`config.mk`:
```
export PLATFORM = sky130hd
export DESIGN_NAME = hnse_ctrl
export DESIGN_NICKNAME = d
export VERILOG_FILES = /design/src/rtl/core/hnse_pkg.sv /design/src/rtl/core/hnse_ctrl.sv
export VERILOG_INCLUDE_DIRS = /design/src /design/src/rtl/core
export SDC_FILE = /design/constraint.sdc
export NUM_CORES = 1
export LEC_CHECK = 0
export BUFFER_PORTS_ARGS = -buffer_cell sky130_fd_sc_hd__buf_4
export CAP_MARGIN = 15
export CORE_UTILIZATION = 55
export CTS_CLUSTER_DIAMETER = 120
export DETAILED_ROUTE_END_ITERATION = 10
export GPL_TIMING_DRIVEN = 1
export PLACE_DENSITY = 0.81
export RECOVER_POWER = 25
export SLEW_MARGIN = 30
export SYNTH_ARGS = -nofsm -noshare
export SYNTH_HDL_FRONTEND = slang
export SYNTH_SLANG_ARGS = --single-unit
```
`constraint.sdc`:
```
create_clock -name clk -period 2.9 [get_ports clk]
set_clock_uncertainty 0.1 [all_clocks]
set_input_delay 0.29 -clock clk [delete_from_list [all_inputs] [get_ports clk]]
set_output_delay 0.29 -clock clk [all_outputs]
set_load 0.01 [all_outputs]
```
`src/rtl/core/hashed_name_set_engine_macros.svh`:
```
// assertion macros for the hashed name set engine
// used by hnse_ctrl and hnse_dp; expects clk and rst_n in scope
`ifndef HASHED_NAME_SET_ENGINE_MACROS_SVH
`define HASHED_NAME_SET_ENGINE_MACROS_SVH

// same-cycle implication
`define HNSE_ASSERT_IMP(name, ante, cons, msg) \
    name: assert property (@(posedge clk) disable iff (!rst_n) (ante) |-> (cons)) \
        else $error(msg);

// next-cycle implication
`define HNSE_ASSERT_NXT(name, ante, cons, msg) \
    name: assert property (@(posedge clk) disable iff (!rst_n) (ante) |=> (cons)) \
        else $error(msg);

`endif

```
`src/rtl/core/hnse_pkg.sv`:
```
// shared types, codes and hash functions for the hashed name set engine
// no dependencies
package hnse_pkg;

    localparam int NAME_BYTES      = 16;
    localparam int KEY_BITS        = NAME_BYTES * 8;
    localparam int BUCKET_BITS_DEF = 10;
    localparam int WAYS_DEF        = 4;
    localparam int HASH_STEPS      = 13;
    localparam int STEP_W          = 4;
    localparam logic [31:0] JH_INIT = 32'hdeadbeef + 32'd16;

    localparam logic [1:0] KIND_ADD   = 2'd0;
    localparam logic [1:0] KIND_DEL   = 2'd1;
    localparam logic [1:0] KIND_TEST  = 2'd2;
    localparam logic [1:0] KIND_FLUSH = 2'd3;

    localparam logic [2:0] ST_DONE        = 3'd0;
    localparam logic [2:0] ST_PRESENT     = 3'd1;
    localparam logic [2:0] ST_ABSENT      = 3'd2;
    localparam logic [2:0] ST_ALREADY     = 3'd3;
    localparam logic [2:0] ST_TABLE_FULL  = 3'd4;
    localparam logic [2:0] ST_BAD_NAME    = 3'd5;
    localparam logic [2:0] ST_BUCKET_FULL = 3'd6;

    typedef struct packed {
        logic load;
        logic hash_step;
        logic v_rd;
        logic k_rd;
        logic k_cmp;
        logic clr_wr;
        logic commit;
    } hnse_cmd_t;

    typedef struct packed {
        logic is_flush;
        logic early;
        logic out_free;
    } hnse_sts_t;

    typedef struct packed {
        logic [31:0] a;
        logic [31:0] b;
        logic [31:0] c;
    } hnse_abc_t;

    function automatic logic [31:0] rotl(input logic [31:0] x, input int r);
        rotl = (x << r) | (x >> (32 - r));
    endfunction

    // one line of the lookup3 mix / final rounds
    function automatic hnse_abc_t jh_step(input logic [STEP_W-1:0] step,
                                          input hnse_abc_t s,
                                          input logic [31:0] k3);
        hnse_abc_t r;
        r = s;
        case (step)
            4'd0:  begin r.a = (s.a - s.c) ^ rotl(s.c, 4);  r.c = s.c + s.b; end
            4'd1:  begin r.b = (s.b - s.a) ^ rotl(s.a, 6);  r.a = s.a + s.c; end
            4'd2:  begin r.c = (s.c - s.b) ^ rotl(s.b, 8);  r.b = s.b + s.a; end
            4'd3:  begin r.a = (s.a - s.c) ^ rotl(s.c, 16); r.c = s.c + s.b; end
            4'd4:  begin r.b = (s.b - s.a) ^ rotl(s.a, 19); r.a = s.a + s.c; end
            4'd5:  begin r.c = (s.c - s.b) ^ rotl(s.b, 4);  r.b = s.b + s.a; end
            4'd6:  begin r.a = s.a + k3; r.c = (s.c ^ s.b) - rotl(s.b, 14); end
            4'd7:  r.a = (s.a ^ s.c) - rotl(s.c, 11);
            4'd8:  r.b = (s.b ^ s.a) - rotl(s.a, 25);
            4'd9:  r.c = (s.c ^ s.b) - rotl(s.b, 16);
            4'd10: r.a = (s.a ^ s.c) - rotl(s.c, 4);
            4'd11: r.b = (s.b ^ s.a) - rotl(s.a, 14);
            4'd12: r.c = (s.c ^ s.b) - rotl(s.b, 24);
            default: r = s;
        endcase
        jh_step = r;
    endfunction

    // first byte nonzero and a terminator somewhere after it
    function automatic logic name_ok(input logic [KEY_BITS-1:0] k);
        logic z;
        z = 1'b0;
        for (int i = 1; i < NAME_BYTES; i++) begin
            z = z | (k[i*8 +: 8] == 8'd0);
        end
        name_ok = (k[7:0] != 8'd0) && z;
    endfunction

    // equal up to and including the terminator of x
    function automatic logic names_equal(input logic [KEY_BITS-1:0] x,
                                         input logic [KEY_BITS-1:0] y);
        logic seen;
        logic ok;
        seen = 1'b0;
        ok   = 1'b1;
        for (int i = 0; i < NAME_BYTES; i++) begin
            if (!seen && (x[i*8 +: 8] != y[i*8 +: 8])) begin
                ok = 1'b0;
            end
            seen = seen | (x[i*8 +: 8] == 8'd0);
        end
        names_equal = ok;
    endfunction

endpackage

```
`src/rtl/core/hnse_ctrl.sv`:
```
// controller state machine of the hashed name set engine
// depends on hnse_pkg and hashed_name_set_engine_macros.svh
`include "hashed_name_set_engine_macros.svh"

module hnse_ctrl #(
    parameter int BUCKET_BITS = hnse_pkg::BUCKET_BITS_DEF,
    parameter int WAYS        = hnse_pkg::WAYS_DEF,
    parameter int WAY_W       = (WAYS > 1) ? $clog2(WAYS) : 1
) (
    input  logic                       clk,
    input  logic                       rst_n,
    input  logic                       in_valid,
    output logic                       in_ready,
    input  hnse_pkg::hnse_sts_t        sts,
    output hnse_pkg::hnse_cmd_t        cmd,
    output logic [hnse_pkg::STEP_W-1:0] step,
    output logic [WAY_W-1:0]           way_idx,
    output logic [BUCKET_BITS-1:0]     clr_addr
);

    localparam logic [2:0] S_CLEAR  = 3'd0;
    localparam logic [2:0] S_IDLE   = 3'd1;
    localparam logic [2:0] S_CHECK  = 3'd2;
    localparam logic [2:0] S_HASH   = 3'd3;
    localparam logic [2:0] S_VREAD  = 3'd4;
    localparam logic [2:0] S_KREAD  = 3'd5;
    localparam logic [2:0] S_KCMP   = 3'd6;
    localparam logic [2:0] S_COMMIT = 3'd7;

    localparam logic [BUCKET_BITS-1:0] CLR_LAST = '1;
    localparam logic [WAY_W-1:0]       WAY_LAST = WAY_W'(WAYS - 1);
    localparam logic [hnse_pkg::STEP_W-1:0] STEP_LAST =
        hnse_pkg::STEP_W'(hnse_pkg::HASH_STEPS - 1);

    logic [2:0]                  state_reg, state_next;
    logic [BUCKET_BITS-1:0]      clr_reg, clr_next;
    logic [hnse_pkg::STEP_W-1:0] step_reg, step_next;
    logic [WAY_W-1:0]            way_reg, way_next;
    logic                        flush_reg, flush_next;

    always_ff @(posedge clk or negedge rst_n)
    begin
        if (!rst_n)
        begin
            state_reg <= S_CLEAR;
            clr_reg   <= '0;
            step_reg  <= '0;
            way_reg   <= '0;
            flush_reg <= 1'b0;
        end
        else
        begin
            state_reg <= state_next;
            clr_reg   <= clr_next;
            step_reg  <= step_next;
            way_reg   <= way_next;
            flush_reg <= flush_next;
        end
    end

    always_comb
    begin
        state_next = state_reg;
        clr_next   = clr_reg;
        step_next  = step_reg;
        way_next   = way_reg;
        flush_next = flush_reg;
        cmd        = '0;
        in_ready   = 1'b0;
        unique case (state_reg)
            S_CLEAR:
            begin
                cmd.clr_wr = 1'b1;
                clr_next   = clr_reg + 1'b1;
                if (clr_reg == CLR_LAST)
                begin
                    state_next = flush_reg ? S_COMMIT : S_IDLE;
                end
            end
            S_IDLE:
            begin
                in_ready = 1'b1;
                if (in_valid)
                begin
                    cmd.load   = 1'b1;
                    state_next = S_CHECK;
                end
            end
            S_CHECK:
            begin
                step_next = '0;
                clr_next  = '0;
                if (sts.is_flush)
                begin
                    flush_next = 1'b1;
                    state_next = S_CLEAR;
                end
                else if (sts.early)
                begin
                    state_next = S_COMMIT;
                end
                else
                begin
                    state_next = S_HASH;
                end
            end
            S_HASH:
            begin
                cmd.hash_step = 1'b1;
                step_next     = step_reg + 1'b1;
                if (step_reg == STEP_LAST)
                begin
                    state_next = S_VREAD;
                end
            end
            S_VREAD:
            begin
                cmd.v_rd   = 1'b1;
                way_next   = '0;
                state_next = S_KREAD;
            end
            S_KREAD:
            begin
                cmd.k_rd   = 1'b1;
                state_next = S_KCMP;
            end
            S_KCMP:
            begin
                cmd.k_cmp = 1'b1;
                if (way_reg == WAY_LAST)
                begin
                    state_next = S_COMMIT;
                end
                else
                begin
                    way_next   = way_reg + 1'b1;
                    state_next = S_KREAD;
                end
            end
            S_COMMIT:
            begin
                if (sts.out_free)
                begin
                    cmd.commit = 1'b1;
                    flush_next = 1'b0;
                    state_next = S_IDLE;
                end
            end
            default: state_next = S_IDLE;
        endcase
    end

    assign step     = step_reg;
    assign way_idx  = way_reg;
    assign clr_addr = clr_reg;

    `HNSE_ASSERT_IMP(a_commit_slot, cmd.commit, sts.out_free, "commit without a free result slot")
    `HNSE_ASSERT_NXT(a_load_check, cmd.load, state_reg == S_CHECK, "load not followed by check")
    `HNSE_ASSERT_IMP(a_no_overlap, cmd.clr_wr, !in_ready && !cmd.commit, "clear overlaps work")

endmodule

```
==> summary.md, run 1 <==
| Metric | Value |
|---|---|
| Status | finished, final reports clean |
| CTS tree | yes |
| Die Y | around 48 um |
| Rel. slew slack | 0.268 |
| Drt drc | 0 |
| Largest family of logic cells by synthesized area | simple AND/OR/NAND/NOR gates |
| Minimum clock period | 2110 ps |
| Tot GR Track Use | 0.224 |
| Synth area leader | dfrtp_1 |
| RR Startpoint | state_reg[1] |
| Pleak | 0.000698 uW |
| Worst reg2reg endpoint | state_reg[1] |
| Setup CP Type | flip-flop to primary output |
| Vias | approximately 1000 |
| WHS Endpoint | state_reg[2] |
| Adder-cell area share of the yosys netlist | 0.0427 |
| Count of pins over their slew limit | 0 |
| Maximum vdd drop | 0.000671 V |
| DP Area | roughly 0.0014 mm^2 |
| Core ar. | 0.00198 mm^2 |
| Setup slack after layout | ~790 ps |
| Congestion Overflow GR | 0 |
| Peak per-stage delay on the critical path | about 650 ps |
| Synth top area cells | dfrtp_1, nand2_1, nor2_1 |
| Mapped Cells | ~130 |
| Syn Std Cell Area | between 0.001 and 0.0015 mm^2 |
| Post-synth EDFFs | 0 |
| Synth warn | 0 |
| Unique masters post-synth | 40 |
| Area grow syn2layout | 20.6% |
| Yosys reg bits | 20 |
| Hold Crit Class | primary input to flip-flop |
| DRT Wirelength | between 2000 and 2500 um |
| Placer Congestion | 0.865 |
| H-tree lvl count | 1 |
| Pwr Density | just under 900 mW/mm^2 |
| Worst slack, placed | just over 900 ps |
| Worst setup EP type | primary output |
| Synth Area in Compound Gates | 0.127 |
| WP data arrival | 1720 ps |
| First-pass iteration count of the detailed router | 4 |
| Final Power | 1260 uW |
| Critical-path cell with the highest stage delay | dfrtp_1 |
| Cell Chain, Critical Path | inv_1 -> nor3_1 -> and2_1 -> buf_4 |
| Root Buffer | clkbuf_4 |
| Die area | around 0.0023 mm^2 |
| Top Ports | 30 |
| Post-DR wirelength/cell | 13.2 um |
| Min-delay src | sts[0] |
| Clock transition at path regs | approximately 110 ps |
| Hold Path Stages | 2 |
| Layout cells sized above 1 | 0.252 |
| Port buffer count | 29 |
| Setup Viol. Count Final | 0 |
| Data required, critical path | 2510 ps |
| Reg2Reg Depth | 5 |
| Initial core utilization | 0.592 |
| Multiplexer share of the synthesized area | 0.0395 |
| Drt via density | 5.53 |
| Antenna-violating nets left | 0 |
| Clock sinks | 20 |
| Clock tree buffer depth | 2 |
| FF-to-FF setup slack | around 880 ps |
| Post-synthesis sequential area ratio | 0.427 |
| Worst Path Max Fanout | 18 |
| Main flop type after synthesis | dfrtp_1 |
| Hold slack | ~95 ps |
| Initial antenna violation count | 0 |
| Hpwl dp | about 1800 um |
| CTS resizes | 0 |
| Die W | roughly 48 um |
| Clock latency on the worst-skew pair | around 290 ps |
| Unrepaired setup endpoints after global routing | false |
| Synth top area share | 0.427 |
| Hold Violations, Final | 0 |
| Placement row count | 16 |
| Max reg flops | 10 |
| Mean post-synth cell area | slightly above 9 um^2 |
| Slew @ Worst Pin | ~1100 ps |
| Crit path launch type | flip-flop |
| Max_cap viols | 0 |
| XOR/XNOR Fraction of Synth Area | 0.0523 |
| DR iter-0 viols | 19 |
| Crit share post-route | 0.727 |
| Antenna fix cells | 0 |
| Design Area, Final | roughly 0.0014 mm^2 |
| Final setup TNS | 0 ps |
| Vias in the first global route | around 840 |
| Largest net degree at the start of global routing | 21 |
| Ys async rst share | 1.00 |
| F_max | between 0.4 and 0.5 GHz |
| Nets | about 170 |
| CTS buffer count | 3 |
| Mapped Nets | between 100 and 150 |
| First-pass GRT wire length | 3620 um |
| Simple-gate area share of the yosys netlist | 0.253 |
placed cells by master, fill, tap and decap left out, types with 2 or more instances in the layout:
cell / n
a21oi_1: 3
a22o_1: 3
and2_1: 2
buf_4: 28
clkbuf_4: 3
dfrtp_1: 20
ha_1: 4
inv_1: 7
mux2i_1: 2
nand2_1: 15
nand2b_1: 3
nand3_1: 7
nor2_1: 15
nor3_1: 6
o21ai_0: 6
o31ai_1: 2
xnor2_1: 4
xor2_1: 3
synth_stat cells (2+ instances only):
| cell | count |
|---|---|
| dfrtp_1 | 20 |
| nand2_1 | 15 |
| nor2_1 | 15 |
| inv_1 | 7 |
| nand3_1 | 7 |
| nor3_1 | 6 |
| o21ai_0 | 6 |
| ha_1 | 4 |
| xnor2_1 | 4 |
| a21oi_1 | 3 |
| a22o_1 | 3 |
| nand2b_1 | 3 |
| xor2_1 | 3 |
| and2_1 | 2 |
| buf_6 | 2 |
| clkbuf_1 | 2 |
| mux2i_1 | 2 |
| o31ai_1 | 2 |
cells by family after synthesis:
family                     after synthesis
AOI/OAI and AO/OA                       22
xor gates and xnor gates                 7
adders and majority gates                4
buffers and inverters                   14
DFF                                     20
muxes                                    4
and+or+nand+nor                         57
per-stage QoR:
step           cells  utilization
6_report         182        0.713
5_1_grt          182        0.713
4_1_cts          182        0.715
3_5_place_dp     178        0.699
3_3_place_gp     178        0.699
2_1_floorplan    128            -
cell type report:
type                            instances  area, um^2
Tap cell                               27        33.8
Inverter                                8        30.0
Fill cell                             159         568
Clock buffer                            3        22.5
Multi-Input combinational cell         94         603
Timing Repair Buffer                   30         224
Sequential cell                        20         500
worst max-delay path: cells and delay by family (launching register included):
kind	cells	cell delay, ps
buffers and inverters	2	330
DFF	1	650
and+or+nand+nor	2	440
metal layers:
layer  up-vias  wire (um)  GRT usage  part of all wire
li1        497          -          -                 -
met1       477       1100      0.316              0.46
met2        30       1180      0.363              0.49
met3         2        107     0.0222             0.045
met4         0         13     0.0667            0.0054
met5         -          0          0                 0
worst max-delay path by stage:
stage | startpoint | end | slack (ps) | cells past startpoint
global placement | state_reg[1] | state_reg[1] | 980 | 5
floorplan | state_reg[0] | state_reg[1] | 1130 | 7
CTS | state_reg[0] | cmd[6] | 820 | 4
detailed placement | state_reg[1] | state_reg[1] | 910 | 5
finish | state_reg[0] | cmd[6] | 790 | 4
global route | state_reg[0] | cmd[6] | 660 | 4
power breakdown:
| part | internal, uW | switching (uW) | total (uW) |
|---|---|---|---|
| registers | 360 | 162 | 522 |
| logic | 299 | 310 | 609 |
| clock network | 48.2 | 79.2 | 127 |
what timing repair did:
item,4_1_cts,5_1_grt
endpoints found under the hold margin,20,0
hold buffers,1,0
setup buffers,0,0
Note: power is estimated with default switching activity, not from simulation.
==> run 2, diff against run 1 <==
ABC_AREA = 1   (was not set)
CORE_UTILIZATION = 51   (was 55)
PLACE_DENSITY = 0.76   (was 0.81)
clock period = 2.1 ns   (was 2.9 ns; I/O delays follow)
==> summary.md, run 2 <==
| Metric | Value |
|---|---|
| Status | finished, final reports clean (unchanged) |
| Hold slack | 121 ps (was 94.9 ps) |
| Max reg flops | 10 (unchanged) |
| Die Y | 49.5 um (was 48.2 um) |
| Layout fillers | 190 (was 159) |
| Synth top cells by count | nand2_1, nor2_1, dfrtp_1, inv_1, nand3_1 (was dfrtp_1, nand2_1, nor2_1, inv_1, nand3_1) |
| Slew @ Worst Pin | 1070 ps (was 1100 ps) |
| FF-to-FF setup slack | 570 ps (was 880 ps) |
| Peak per-stage delay on the critical path | 500 ps (was 650 ps) |
| Worst setup EP type | primary output (unchanged) |
| CP Buf/Inv Count | 2 (unchanged) |
| Largest net degree at the start of global routing | 21 (unchanged) |
| Mapped Cells | 148 (was 128) |
| Top-count cell post-synth | nand2_1 (was dfrtp_1) |
| Clock tree buffer depth | 2 (unchanged) |
| F_max | approximately 0.55 GHz |
| H-tree lvl count | 1 (unchanged) |
| Yosys reg bits | 20 (unchanged) |
| Nets | 191 (was 167) |
| Post-synth EDFFs | 0 (unchanged) |
| Placed cell count | 202 (was 178) |
| Hold Crit Class | primary input to flip-flop (unchanged) |
| Minimum clock period | around 1800 ps |
| Ys async rst share | 1.00 (unchanged) |
| First-pass GRT wire length | 4490 um (was 3620 um) |
| Setup CP Type | flip-flop to primary output (unchanged) |
| Most common cell after layout, fill and taps aside | nand2_1 (was buf_4) |
| Pwr Density | 503 mW/mm^2 (was 890 mW/mm^2) |
| Placer Congestion | 0.854 (was 0.865) |
| Crit path launch type | flip-flop (unchanged) |
| Unrepaired setup endpoints after global routing | false (unchanged) |
| Mean post-synth cell area | 7.78 um^2 (was 9.16 um^2) |
| Port buffer count | 29 (unchanged) |
| Count of pins over their slew limit | 0 (unchanged) |
| Pleak | 0.000729 uW (was 0.000698 uW) |
| Final core utilization | 0.708 (was 0.713) |
| Vias | 1090 (was 1006) |
| Worst Path Max Fanout | 7 (was 18) |
| Clock latency on the worst-skew pair | 310 ps (was 290 ps) |
| Cell Chain, Critical Path | inv_2 -> nand2_1 -> nor2_1 -> buf_4 (was inv_1 -> nor3_1 -> and2_1 -> buf_4) |
| DR iter-0 viols | 29 (was 19) |
| Antenna fix cells | 0 (unchanged) |
| Unique masters post-synth | 23 (was 40) |
| Drt via density | 5.27 (was 5.53) |
| First-pass iteration count of the detailed router | 4 (unchanged) |
| Data required, critical path | 1790 ps (was 2510 ps) |
| Post-DR wirelength/cell | 12.0 um (was 13.2 um) |
| CTS tree | yes (unchanged) |
| WP data arrival | 1490 ps (was 1720 ps) |
| Placement row count | 16 (unchanged) |
| Synth top area cells | dfrtp_1, nand2_1, nor2_1 (unchanged) |
| Area grow syn2layout | 25.7% (was 20.6%) |
| Syn Std Cell Area | 0.00115 mm^2 (was 0.00117 mm^2) |
| Hold Violations, Final | 0 (unchanged) |
| Postcts setup bufs | 0 (unchanged) |
| Initial core utilization | 0.564 (was 0.592) |
| Top Ports | 30 (unchanged) |
| Die W | 49.5 um (was 48.2 um) |
| Vias in the first global route | 1022 (was 842) |
| Synth top area share | 0.435 (was 0.427) |
| Synth area leader | dfrtp_1 (unchanged) |
| Tot GR Track Use | 0.236 (was 0.224) |
| CTS buffer count | 3 (unchanged) |
| Main flop type after synthesis | dfrtp_1 (unchanged) |
| Max_cap viols | 0 (unchanged) |
| Mapped Nets | 158 (was 138) |
| Antenna-violating nets left | 0 (unchanged) |
| Final setup TNS | 0 ps (unchanged) |
| Clock sinks | 20 (unchanged) |
| Commonest cells after routing, fill and taps aside | nand2_1, buf_4, nor2_1 (was buf_4, dfrtp_1, nand2_1, nor2_1) |
| Critical-path cell with the highest stage delay | dfrtp_1 (unchanged) |
| Core ar. | 0.00204 mm^2 (was 0.00198 mm^2) |
| Hpwl dp | 1920 um (was 1770 um) |
| CTS resizes | 0 (unchanged) |
| Congestion Overflow GR | 0 (unchanged) |
| Final Power | 728 uW (was 1260 uW) |
| Initial antenna violation count | 0 (unchanged) |
| Crit share post-route | 0.860 |
| Maximum vdd drop | 0.000309 V (was 0.000671 V) |
| Post-synthesis sequential area ratio | 0.435 (was 0.427) |
| Rel. slew slack | 0.286 (was 0.268) |
| DRT Wirelength | 2490 um (was 2400 um) |
| Hold-fix buffers, CTS | 1 (unchanged) |
| Layout cells sized above 1 | 0.239 (was 0.252) |
| Synth warn | 0 (unchanged) |
| Die area | 0.00245 mm^2 (was 0.00232 mm^2) |
| Setup Viol. Count Final | 0 (unchanged) |
| Final cell count without fillers | 207 (was 182) |
| Drt drc | 0 (unchanged) |
| Crit-path leading delay family | flip-flops (unchanged) |
| Root Buffer | clkbuf_4 (unchanged) |
| Clock transition at path regs | 130 ps (was 110 ps) |
[run 2: report_power, final]
part	internal [uW]	switching [uW]	total [uW]
Combinational	8.50	12.6	21.1
Clock	193	128	320
Sequential	386	0.550	387
[run 2: cell type report]
| cell class | instances | area, um^2 | area share |
|---|---|---|---|
| Clock buffer | 3 | 22.5 | 0.0156 |
| Clock inverter | 1 | 30.0 | 0.0208 |
| Timing Repair Buffer | 30 | 224 | 0.155 |
| Tap cell | 27 | 33.8 | 0.0234 |
| Sequential cell | 20 | 500 | 0.346 |
| Multi-Input combinational cell | 108 | 566 | 0.391 |
| Inverter | 18 | 70.1 | 0.0484 |
[run 2: worst min-delay path: stages]
cell     delay [ps]
buf_4            70
inv_1            50
nand4_1         100
nand2_1          60
[run 2: worst paths after layout]
| path | start | end | cells after the start |
|---|---|---|---|
| setup / recovery | state_reg[0] | cmd[2] | 4 |
| setup reg to reg | state_reg[2] | state_reg[1] | 7 |
| hold reg to reg | way_idx[0] | way_idx[0] | 1 |
| max in group asynchronous | rst_n | state_reg[2] | 2 |
| hold / removal | sts[0] | state_reg[2] | 4 |
| min in group asynchronous | rst_n | flush_reg | 2 |
[run 2: kinds of logic after synthesis]
logic type,share of synthesized area
adder cells (fa/ha/maj),0.0435
buffers and inverters,0.0739
AND/OR/NAND/NOR,0.317
flip-flops,0.435
XOR/XNOR,0.0381
AO/OA/AOI/OAI,0.0924
[run 2: stage by stage]
step	area [um^2]	setup slack [ps]
6_report	1450	295
4_1_cts	1450	285
3_5_place_dp	1390	597
2_1_floorplan	1150	743
5_1_grt	1450	189
3_3_place_gp	1390	638
[run 2: per-layer routing]
layer,global-route usage,share of wire,vias to the layer above,routed length [um]
li1,-,-,542,-
met1,0.301,0.44,517,1110
met2,0.425,0.51,31,1260
met3,0.0370,0.049,0,123
met4,0.0429,0,0,0
met5,0,0,-,0
